**config.mk**
```make
export PLATFORM = sky130hd
export DESIGN_NAME = packed_5bit_text_decoder_flat
export DESIGN_NICKNAME = d
export VERILOG_FILES = /design/src/hdl/pk5_pkg.sv /design/src/hdl/pk5_in_if.sv /design/src/hdl/pk5_out_if.sv /design/src/hdl/pk5_front.sv /design/src/hdl/pk5_queue.sv /design/src/hdl/pk5_back.sv /design/src/hdl/packed_5bit_text_decoder.sv /design/src/flat_wrapper.sv
export SDC_FILE = /design/constraint.sdc
export NUM_CORES = 1
export LEC_CHECK = 0
export BUFFER_PORTS_ARGS = -buffer_cell sky130_fd_sc_hd__buf_2
export CAP_MARGIN = 0
export CORE_MARGIN = 10
export CORE_UTILIZATION = 45
export DETAILED_ROUTE_END_ITERATION = 8
export GPL_ROUTABILITY_DRIVEN = 0
export HOLD_SLACK_MARGIN = 0.06
export MAX_ROUTING_LAYER = met4
export SYNTH_ARGS = -nofsm -noshare
export SYNTH_HDL_FRONTEND = slang
export SYNTH_HIERARCHICAL = 1
export SYNTH_SLANG_ARGS = --single-unit
```
**constraint.sdc**
```tcl
create_clock -name i_clk -period 8.05 [get_ports i_clk]
set_input_delay 0.805 -clock i_clk [delete_from_list [all_inputs] [get_ports i_clk]]
set_output_delay 0.805 -clock i_clk [all_outputs]
set_load 0.01 [all_outputs]
```
**src/hdl/pk5_pkg.sv**
```systemverilog
// ----------------------------------------------------------------------------
// pk5_pkg
// Shared constants, alphabet and queue types of the packed 5-bit text decoder.
// ----------------------------------------------------------------------------
package pk5_pkg;

    localparam int MAX_CHARS   = 255;
    // Room for the count plus the four characters one word can add.
    localparam int CNT_W       = $clog2(MAX_CHARS + 5);
    localparam int QUEUE_DEPTH = 4;
    localparam int QPTR_W      = $clog2(QUEUE_DEPTH);
    localparam int QCNT_W      = $clog2(QUEUE_DEPTH + 1);

    localparam logic [4:0] CODE_A         = 5'd1;
    localparam logic [4:0] CODE_Z         = 5'd26;
    localparam logic [4:0] CODE_CAP_SPACE = 5'd28;
    localparam logic [4:0] CODE_COMMA     = 5'd29;
    localparam logic [4:0] CODE_PERIOD    = 5'd30;
    localparam logic [4:0] CODE_END       = 5'd31;

    localparam logic [7:0] CHAR_SPACE  = 8'h20;
    localparam logic [7:0] CASE_OFFSET = 8'h20;

    localparam logic [7:0] GLYPHS [32] = '{
        8'h20, 8'h61, 8'h62, 8'h63, 8'h64, 8'h65, 8'h66, 8'h67,
        8'h68, 8'h69, 8'h6a, 8'h6b, 8'h6c, 8'h6d, 8'h6e, 8'h6f,
        8'h70, 8'h71, 8'h72, 8'h73, 8'h74, 8'h75, 8'h76, 8'h77,
        8'h78, 8'h79, 8'h7a, 8'h27, 8'h20, 8'h2c, 8'h2e, 8'h00
    };

    // One result to produce: a decoded code, or an inserted space after it.
    typedef struct packed {
        logic       spc;
        logic [4:0] code;
        logic       endm;
        logic       ovf;
    } t_slot;

    // Work for one accepted word.
    typedef struct packed {
        logic            hdr;
        logic            cap;
        logic [2:0]      nres;
        t_slot [3:0]     slots;
    } t_entry;

    typedef struct packed {
        logic   push;
        t_entry entry;
    } t_qwr;

    typedef struct packed {
        logic full;
        logic empty;
    } t_qstat;

endpackage

```
**src/hdl/pk5_in_if.sv**
```systemverilog
// ----------------------------------------------------------------------------
// pk5_in_if
// Input channel: one compressed byte or header per word.
// ----------------------------------------------------------------------------
interface pk5_in_if;
    logic       valid;
    logic       ready;
    logic [7:0] in_byte;
    logic       is_header;

    modport source (output valid, output in_byte, output is_header, input ready);
    modport sink   (input valid, input in_byte, input is_header, output ready);
endinterface

```
**src/hdl/pk5_out_if.sv**
```systemverilog
// ----------------------------------------------------------------------------
// pk5_out_if
// Output channel: one decoded character per word.
// ----------------------------------------------------------------------------
interface pk5_out_if;
    logic       valid;
    logic       ready;
    logic [7:0] out_char;
    logic       message_end;
    logic       overflow;
    logic       last_of_burst;

    modport source (output valid, output out_char, output message_end,
                    output overflow, output last_of_burst, input ready);
    modport sink   (input valid, input out_char, input message_end,
                    input overflow, input last_of_burst, output ready);
endinterface

```
**src/hdl/pk5_front.sv**
```systemverilog
// ----------------------------------------------------------------------------
// pk5_front
// Unpacks words into 5-bit codes, tracks message length and end, queues work.
// ----------------------------------------------------------------------------
module pk5_front import pk5_pkg::*; (
    input  logic   i_clk,
    input  logic   i_rst_n,
    pk5_in_if.sink i_in,
    input  t_qstat i_qstat,
    output t_qwr   o_qwr
);

    logic             r_active;
    logic [3:0]       r_buf;
    logic [2:0]       r_held;
    logic [CNT_W-1:0] r_cnt;

    logic [11:0] w_bits;
    logic [3:0]  w_h;
    logic [3:0]  w_h1;
    logic        w_has1;
    logic [4:0]  w_code0;
    logic [4:0]  w_code1;
    logic [2:0]  w_h2;
    logic [3:0]  w_rest;
    logic        w_acc;

    logic [CNT_W-1:0] v_cnt;
    logic [2:0]       v_n;
    logic             v_live;
    t_slot [3:0]      v_slots;

    assign w_bits  = {r_buf, i_in.in_byte};
    assign w_h     = {1'b0, r_held} + 4'd8;
    assign w_code0 = 5'(w_bits >> (w_h - 4'd5));
    assign w_h1    = w_h - 4'd5;
    assign w_has1  = (w_h1 >= 4'd5);
    assign w_code1 = 5'(w_bits >> (w_h1 - 4'd5));
    assign w_h2    = w_has1 ? 3'(w_h1 - 4'd5) : 3'(w_h1);
    assign w_rest  = 4'(w_bits & ((12'd1 << w_h2) - 12'd1));

    assign i_in.ready = !i_qstat.full;
    assign w_acc      = i_in.valid && i_in.ready;

    // Walk the one or two codes of this word; count characters, find the end.
    always_comb begin
        logic [4:0] v_code;
        logic       v_end;
        logic       v_ovf;
        v_cnt   = r_cnt;
        v_n     = '0;
        v_live  = 1'b1;
        v_slots = '0;
        v_code  = '0;
        v_end   = 1'b0;
        v_ovf   = 1'b0;
        for (int k = 0; k < 2; k++) begin
            if (v_live && (k == 0 || w_has1)) begin
                v_code = (k == 0) ? w_code0 : w_code1;
                v_cnt  = v_cnt + CNT_W'(1);
                v_end  = (v_code == CODE_END) || (v_cnt >= CNT_W'(MAX_CHARS));
                v_slots[v_n[1:0]] = '{spc: 1'b0, code: v_code, endm: v_end, ovf: 1'b0};
                v_n = v_n + 3'd1;
                if (v_end) begin
                    v_live = 1'b0;
                end else if (v_code == CODE_COMMA || v_code == CODE_PERIOD) begin
                    v_cnt = v_cnt + CNT_W'(1);
                    v_ovf = (v_cnt >= CNT_W'(MAX_CHARS));
                    v_slots[v_n[1:0]] = '{spc: 1'b1, code: v_code, endm: v_ovf, ovf: v_ovf};
                    v_n = v_n + 3'd1;
                    if (v_ovf) begin
                        v_live = 1'b0;
                    end
                end
            end
        end
    end

    // Drop data words while idle; headers always pass to set the case.
    always_comb begin
        o_qwr.push        = w_acc && (i_in.is_header || r_active);
        o_qwr.entry.hdr   = i_in.is_header;
        o_qwr.entry.cap   = ~i_in.in_byte[6];
        o_qwr.entry.nres  = i_in.is_header ? 3'd0 : v_n;
        o_qwr.entry.slots = v_slots;
    end

    always_ff @(posedge i_clk) begin
        if (!i_rst_n) begin
            r_active <= 1'b0;
            r_buf    <= '0;
            r_held   <= '0;
            r_cnt    <= '0;
        end else if (w_acc) begin
            if (i_in.is_header) begin
                r_active <= 1'b1;
                r_buf    <= '0;
                r_held   <= '0;
                r_cnt    <= '0;
            end else if (r_active) begin
                r_cnt <= v_cnt;
                if (v_live) begin
                    r_buf  <= w_rest;
                    r_held <= w_h2;
                end else begin
                    r_active <= 1'b0;
                    r_buf    <= '0;
                    r_held   <= '0;
                end
            end
        end
    end

endmodule

```
**src/hdl/pk5_queue.sv**
```systemverilog
// ----------------------------------------------------------------------------
// pk5_queue
// Short first-in first-out queue of work entries between front and back.
// ----------------------------------------------------------------------------
module pk5_queue import pk5_pkg::*; (
    input  logic   i_clk,
    input  logic   i_rst_n,
    input  t_qwr   i_qwr,
    input  logic   i_pop,
    output t_entry o_head,
    output t_qstat o_qstat
);

    t_entry            r_mem [QUEUE_DEPTH];
    logic [QPTR_W-1:0] r_wp;
    logic [QPTR_W-1:0] r_rp;
    logic [QCNT_W-1:0] r_cnt;

    logic w_push;
    logic w_pop;

    assign o_qstat.full  = (r_cnt == QCNT_W'(QUEUE_DEPTH));
    assign o_qstat.empty = (r_cnt == '0);
    assign w_push        = i_qwr.push && !o_qstat.full;
    assign w_pop         = i_pop && !o_qstat.empty;
    assign o_head        = r_mem[r_rp];

    always_ff @(posedge i_clk) begin
        if (w_push) begin
            r_mem[r_wp] <= i_qwr.entry;
        end
    end

    always_ff @(posedge i_clk) begin
        if (!i_rst_n) begin
            r_wp  <= '0;
            r_rp  <= '0;
            r_cnt <= '0;
        end else begin
            if (w_push) begin
                r_wp <= (r_wp == QPTR_W'(QUEUE_DEPTH - 1)) ? '0 : r_wp + QPTR_W'(1);
            end
            if (w_pop) begin
                r_rp <= (r_rp == QPTR_W'(QUEUE_DEPTH - 1)) ? '0 : r_rp + QPTR_W'(1);
            end
            if (w_push && !w_pop) begin
                r_cnt <= r_cnt + QCNT_W'(1);
            end else if (w_pop && !w_push) begin
                r_cnt <= r_cnt - QCNT_W'(1);
            end
        end
    end

endmodule

```
**src/hdl/pk5_back.sv**
```systemverilog
// ----------------------------------------------------------------------------
// pk5_back
// Emits queued work one character per cycle when not stalled; capitalizes.
// ----------------------------------------------------------------------------
module pk5_back import pk5_pkg::*; (
    input  logic       i_clk,
    input  logic       i_rst_n,
    input  t_entry     i_head,
    input  t_qstat     i_qstat,
    output logic       o_pop,
    pk5_out_if.source  o_out
);

    logic       r_ovld;
    logic [7:0] r_char;
    logic       r_end;
    logic       r_ovf;
    logic       r_last;
    logic [1:0] r_idx;
    logic       r_cap;

    logic [1:0] n_idx;
    logic       n_cap;
    logic [7:0] n_char;

    t_slot w_slot;
    logic  w_last;
    logic  w_load;
    logic  w_emit;
    logic  w_capeff;
    logic  w_letter;

    assign w_slot   = i_head.slots[r_idx];
    assign w_last   = (({1'b0, r_idx} + 3'd1) == i_head.nres);
    assign w_load   = !r_ovld || o_out.ready;
    assign w_capeff = r_cap || (w_slot.code == CODE_CAP_SPACE);
    assign w_letter = (w_slot.code >= CODE_A) && (w_slot.code <= CODE_Z);

    always_comb begin
        n_idx  = r_idx;
        n_cap  = r_cap;
        o_pop  = 1'b0;
        w_emit = 1'b0;
        n_char = GLYPHS[w_slot.code];
        if (!i_qstat.empty) begin
            if (i_head.hdr) begin
                n_cap = i_head.cap;
                o_pop = 1'b1;
                n_idx = '0;
            end else if (w_load) begin
                w_emit = 1'b1;
                o_pop  = w_last;
                n_idx  = w_last ? 2'd0 : r_idx + 2'd1;
                if (w_slot.spc) begin
                    n_char = CHAR_SPACE;
                end else if (w_capeff && w_letter) begin
                    n_char = n_char - CASE_OFFSET;
                    n_cap  = 1'b0;
                end else begin
                    n_cap = w_capeff || (w_slot.code == CODE_PERIOD);
                end
            end
        end
    end

    always_ff @(posedge i_clk) begin
        if (!i_rst_n) begin
            r_ovld <= 1'b0;
            r_idx  <= '0;
            r_cap  <= 1'b0;
        end else begin
            r_idx <= n_idx;
            r_cap <= n_cap;
            if (w_load) begin
                r_ovld <= w_emit;
            end
        end
    end

    always_ff @(posedge i_clk) begin
        if (w_emit) begin
            r_char <= n_char;
            r_end  <= w_slot.endm;
            r_ovf  <= w_slot.ovf;
            r_last <= w_last;
        end
    end

    assign o_out.valid         = r_ovld;
    assign o_out.out_char      = r_char;
    assign o_out.message_end   = r_end;
    assign o_out.overflow      = r_ovf;
    assign o_out.last_of_burst = r_last;

endmodule

```
**src/hdl/packed_5bit_text_decoder.sv**
```systemverilog
// ----------------------------------------------------------------------------
// packed_5bit_text_decoder
// Decodes 5-bit packed text messages from a byte stream into ASCII characters.
// ----------------------------------------------------------------------------
// Path: the front writes a word's unpacked codes into the queue when the word
//   is accepted; the back end reads the queue head and registers each character
//   in its output register, which drives the output.
// Throughput: the front takes one word per cycle while the 4-entry queue has
//   room; the back end gives one character per cycle unless the output stalls;
//   a data word yields one to four characters and a header word none.
// Reset: i_rst_n, synchronous, active low; clears the decoder to idle.
// ----------------------------------------------------------------------------
module packed_5bit_text_decoder import pk5_pkg::*; (
    input  logic       i_clk,
    input  logic       i_rst_n,
    pk5_in_if.sink     i_in,
    pk5_out_if.source  o_out
);

    // Front to queue: push request with the unpacked codes of one word.
    t_qwr   w_qwr;
    // Queue fill state, seen by both sides.
    t_qstat w_qstat;
    // Oldest queued entry and its release from the back end.
    t_entry w_head;
    logic   w_pop;

    // Front: unpack bits, count characters, decide where the message ends.
    pk5_front u_front (
        .i_clk   (i_clk),
        .i_rst_n (i_rst_n),
        .i_in    (i_in),
        .i_qstat (w_qstat),
        .o_qwr   (w_qwr)
    );

    // Queue: decouple the word rate from the character rate.
    pk5_queue u_queue (
        .i_clk   (i_clk),
        .i_rst_n (i_rst_n),
        .i_qwr   (w_qwr),
        .i_pop   (w_pop),
        .o_head  (w_head),
        .o_qstat (w_qstat)
    );

    // Back end: map codes to characters, track capitalization, drive output.
    pk5_back u_back (
        .i_clk   (i_clk),
        .i_rst_n (i_rst_n),
        .i_head  (w_head),
        .i_qstat (w_qstat),
        .o_pop   (w_pop),
        .o_out   (o_out)
    );

    // The front never offers work the queue cannot hold.
    a_no_push_full: assert property (@(posedge i_clk) disable iff (!i_rst_n)
        w_qwr.push |-> !w_qstat.full)
        else $error("push into full queue");

    // The back end only releases entries that exist.
    a_no_pop_empty: assert property (@(posedge i_clk) disable iff (!i_rst_n)
        w_pop |-> !w_qstat.empty)
        else $error("pop from empty queue");

    // An overflow ends the message on an inserted space.
    a_ovf_shape: assert property (@(posedge i_clk) disable iff (!i_rst_n)
        (o_out.valid && o_out.overflow) |->
            (o_out.message_end && o_out.out_char == CHAR_SPACE))
        else $error("overflow word malformed");

    // Nothing of a word follows the end of its message.
    a_end_last: assert property (@(posedge i_clk) disable iff (!i_rst_n)
        (o_out.valid && o_out.message_end) |-> o_out.last_of_burst)
        else $error("message end not last of burst");

endmodule

```
**src/flat_wrapper.sv**
```systemverilog
// flat-port wrapper written by rule: the top's interface ports become plain ports
module packed_5bit_text_decoder_flat import pk5_pkg::*;
  (i_clk, i_rst_n, i_in_valid, i_in_in_byte, i_in_is_header, i_in_ready, o_out_valid, o_out_out_char, o_out_message_end, o_out_overflow, o_out_last_of_burst, o_out_ready);
  pk5_in_if i_in_i ();
  pk5_out_if o_out_i ();
  input  logic i_clk;
  input  logic i_rst_n;
  input wire logic [$bits(i_in_i.valid)-1:0] i_in_valid;
  input wire logic [$bits(i_in_i.in_byte)-1:0] i_in_in_byte;
  input wire logic [$bits(i_in_i.is_header)-1:0] i_in_is_header;
  output wire logic [$bits(i_in_i.ready)-1:0] i_in_ready;
  output wire logic [$bits(o_out_i.valid)-1:0] o_out_valid;
  output wire logic [$bits(o_out_i.out_char)-1:0] o_out_out_char;
  output wire logic [$bits(o_out_i.message_end)-1:0] o_out_message_end;
  output wire logic [$bits(o_out_i.overflow)-1:0] o_out_overflow;
  output wire logic [$bits(o_out_i.last_of_burst)-1:0] o_out_last_of_burst;
  input wire logic [$bits(o_out_i.ready)-1:0] o_out_ready;
  assign i_in_i.valid = i_in_valid;
  assign i_in_i.in_byte = i_in_in_byte;
  assign i_in_i.is_header = i_in_is_header;
  assign i_in_ready = i_in_i.ready;
  assign o_out_valid = o_out_i.valid;
  assign o_out_out_char = o_out_i.out_char;
  assign o_out_message_end = o_out_i.message_end;
  assign o_out_overflow = o_out_i.overflow;
  assign o_out_last_of_burst = o_out_i.last_of_burst;
  assign o_out_i.ready = o_out_ready;
  packed_5bit_text_decoder u_core (.i_clk(i_clk), .i_rst_n(i_rst_n), .i_in(i_in_i), .o_out(o_out_i));
endmodule
```
==> summary.txt <==
Min path
  – Hold Crit Class: flop to flop
  – Worst hold path endpoint: u_core/u_queue/r_wp[1]
  – Hold path cells: 2
  – Hold Path Origin: u_core/u_queue/r_wp[1]

Critical path
  – Crit-path slowest cell: dfxtp_1
  – Nature of the critical path endpoint: flop
  – CP arrival: 7.44 ns
  – Register-to-register setup slack: 0.77 ns
  – Peak per-stage delay on the critical path: between 0.5 and 0.6 ns
  – Crit path max-delay family: simple AND/OR/NAND/NOR gates
  – CP required: 8.21 ns
  – Worst Setup Path Type: flop to flop
  – Startpoint Class: flop
  – Worst reg2reg endpoint: u_core/u_queue/r_mem[3][33]
  – Buf+Inv Stages, Crit Path: 1
  – CP Max Fanout: 17
  – R2R depth: 27
  – Worst reg2reg startpoint: u_core/u_front/r_cnt[0]

STA
  – Peak Freq: ~0.14 GHz
  – Skew final: ~0.013 ns
  – Fin crit share: roughly 90%
  – Worst-margin pin slew: 1.062 ns
  – Max transition margin: approximately 29%
  – Final-report hold violation count: 0
  – Tmin final: between 7 and 8 ns
  – Setup violators final: 0
  – Max Slew Vio Count: 0
  – RSZ-0062 raised after global routing: false
  – Post-Route Setup TNS: 0 ns

Place
  – Dpl hpwl: about 16000 µm
  – Cell count after placement: 1155
  – Port bufs: 25

Floorplanning
  – Die area: approximately 0.030 mm²
  – IO Count: 26
  – Placement row count: between 50 and 60
  – Core ar.: about 0.023 mm²
  – Initial Utilization: ~45%
  – Die height: between 150 and 200 µm
  – DIE WIDTH: approximately 170 µm

Synthesis
  – Post-synth EDFFs: roughly 160
  – Synth top area share: 45.12%
  – Post-synthesis simple-gate area fraction: ~14%
  – Sequential area share after synthesis: 50.79%
  – Synth cell types: between 90 and 100
  – Post-Synth XOR/XNOR Area: 3.582%
  – Mux share of post-synthesis cell area: 14.05%
  – Synth Area in Compound Gates: under 10%
  – Post-synth ARST share: 0%
  – Main synth FF type: edfxtp_1
  – Area leader, netlist: edfxtp_1
  – Mapped cell area: 0.01058 mm²
  – Synth area leaders: edfxtp_1, mux4_2, dfxtp_1
  – Seq cells post-synth: approximately 190
  – Yosys synthesis warning count: 6
  – Largest family of logic cells by synthesized area: simple AND/OR/NAND/NOR gates
  – Synth Area in Adders: under 10%
  – Syn Area/Cell: around 12 µm²
  – Mapped Cells: 849

CTS
  – Clk slew on worst S/H paths: roughly 0.07 ns
  – Sink Count: approximately 190
  – CTS tree: yes
  – Number of buffers created by CTS: 17
  – Post-CTS setup buffers: 0
  – Root buf cell: clkbuf_16
  – CTS Buffer Depth: 2
  – H-tree Lvls: 4
  – CTS-repair resized insts: 0
  – Clk_lat worst skew: around 0.43 ns
  – Cts hold-fix bufs: 0

Run
  – Maximum Capacitance Violations: 0

Route
  – DR DRC count: 0
  – Drt via density: roughly 5.8
  – DRT Pass-1 Iters: 5
  – Wire per inst: 19.74 µm
  – Routed Wire Length: 23440 µm
  – Via count: 6845
  – Antenna-violating nets left: 0
  – DRT iter0 DRCs: between 500 and 600

Finish
  – Area delta synth->final: 8.513%
  – Final Util: 49.22%
  – Nets: about 900
  – Ant. Diodes: 0
  – Non-Filler Instances: roughly 1200
  – Most frequent cells in the layout: edfxtp_1, nand2_1, nor2_1, mux4_2, inv_1
  – Fraction of layout cells with a size suffix above 1: 16.71%
  – Commonest non-fill, non-tap cell in the layout: edfxtp_1

GRT
  – Largest net degree at the start of global routing: 38
  – Number of global-route vias before repair: about 6600
  – Initial antenna violation count: 0
  – First-pass GRT wire length: approximately 38000 µm
  – Grt total ovfl: 0
  – Global Route Usage Sum: approximately 16%

Power
  – VDD IR-drop max: approximately 0.00014 V
  – Leakage power: roughly 3.8 nW
  – Total power: between 0.003 and 0.004 W
  – Pwr/cell area: 270.2 mW/mm²

Outcome
  – Outcome: finished, final reports clean
## how the worst max path moves through the flow
| stage | endpoint | startpoint | slack, ns | cells past startpoint |
|---|---|---|---|---|
| 3_5_place_dp | u_core/u_queue/r_mem[3][33] | u_core/u_front/r_cnt[0] | 0.83 | 27 |
| 5_1_grt | u_core/u_queue/r_mem[0][27] | u_core/u_front/r_cnt[0] | 0.03 | 26 |
| 2_1_floorplan | u_core/u_queue/r_mem[0][33] | u_core/u_front/r_cnt[1] | 2.03 | 29 |
| 3_3_place_gp | u_core/u_queue/r_mem[2][33] | u_core/u_front/r_cnt[0] | 1.07 | 27 |
| 4_1_cts | u_core/u_queue/r_mem[3][33] | u_core/u_front/r_cnt[0] | 0.79 | 27 |
| 6_report | u_core/u_queue/r_mem[3][33] | u_core/u_front/r_cnt[0] | 0.77 | 27 |
## registers in the layout, indices dropped and copies added (netlist names), 2 cells and up, named ones only
register                      cells
u_core/u_queue/r_mem            148
u_core/u_queue/r_wp               2
u_core/u_front/r_buf              4
u_core/u_queue/r_cnt              3
u_core/u_queue/r_rp               2
u_core/u_front/r_held             3
u_core/u_front/r_cnt              9
u_core/u_back/o_out.out_char      8
u_core/u_back/r_idx               2
## kinds of logic after synthesis
family,after synthesis
xor+xnor,39
fa+ha+maj,30
compound gates,146
flops,189
other cells,1
mux,81
buf+inv,76
simple gates,287
## synth_stat cells, types with 8 or more instances
cell,n
a21oi_1,27
a31oi_1,12
and2_1,14
and3_1,9
buf_2,8
clkbuf_1,20
dfxtp_1,30
edfxtp_1,159
ha_1,29
inv_1,30
mux2i_1,24
mux4_1,11
mux4_2,39
nand2_1,78
nand3_1,23
nor2_1,61
nor2b_1,11
nor3_1,22
o21ai_0,28
xnor2_1,24
xor2_1,10
## final cells by class
type	instances	area, µm²
clock buffer	22	464.2
clock inverter	10	148.9
fill	2035	11850
inverter	32	120.1
multi-input combinational	585	4811
sequential	189	5378
tap	319	399.1
timing repair buffer	30	162.7
## tightest hold or removal path: stages, from the launching register on
cell and delay [ns]:
dfxtp_1 0.34, nand2_1 0.06, mux2i_1 0.06
## power breakdown
part           switching (W)  internal, W  leakage [nW]
combinational       0.000534     0.000393          1.89
clock               0.000369     0.000511         0.298
sequential         0.0000762      0.00122          1.65
## layer usage
metal	track usage [%]	part of all wire, %	vias up
met5	-	0	-
met4	4.096	1.7	0
met3	3.049	3.8	22
met2	25.43	48	149
met1	21.56	46	3424
li1	-	-	3250
## stage by stage
stage | hold WS (ns) | worst slack [ns] | instance area (µm²)
after global placement | 0.4931 | 1.072 | 10870
after global routing | 0.5498 | 0.03011 | 11480
after floorplan | 0.4677 | 2.032 | 10590
final | 0.5063 | 0.7747 | 11480
after CTS | 0.5114 | 0.7925 | 11480
after detailed placement | 0.5016 | 0.8302 | 10870
Note: power is estimated with default switching activity, not from simulation.
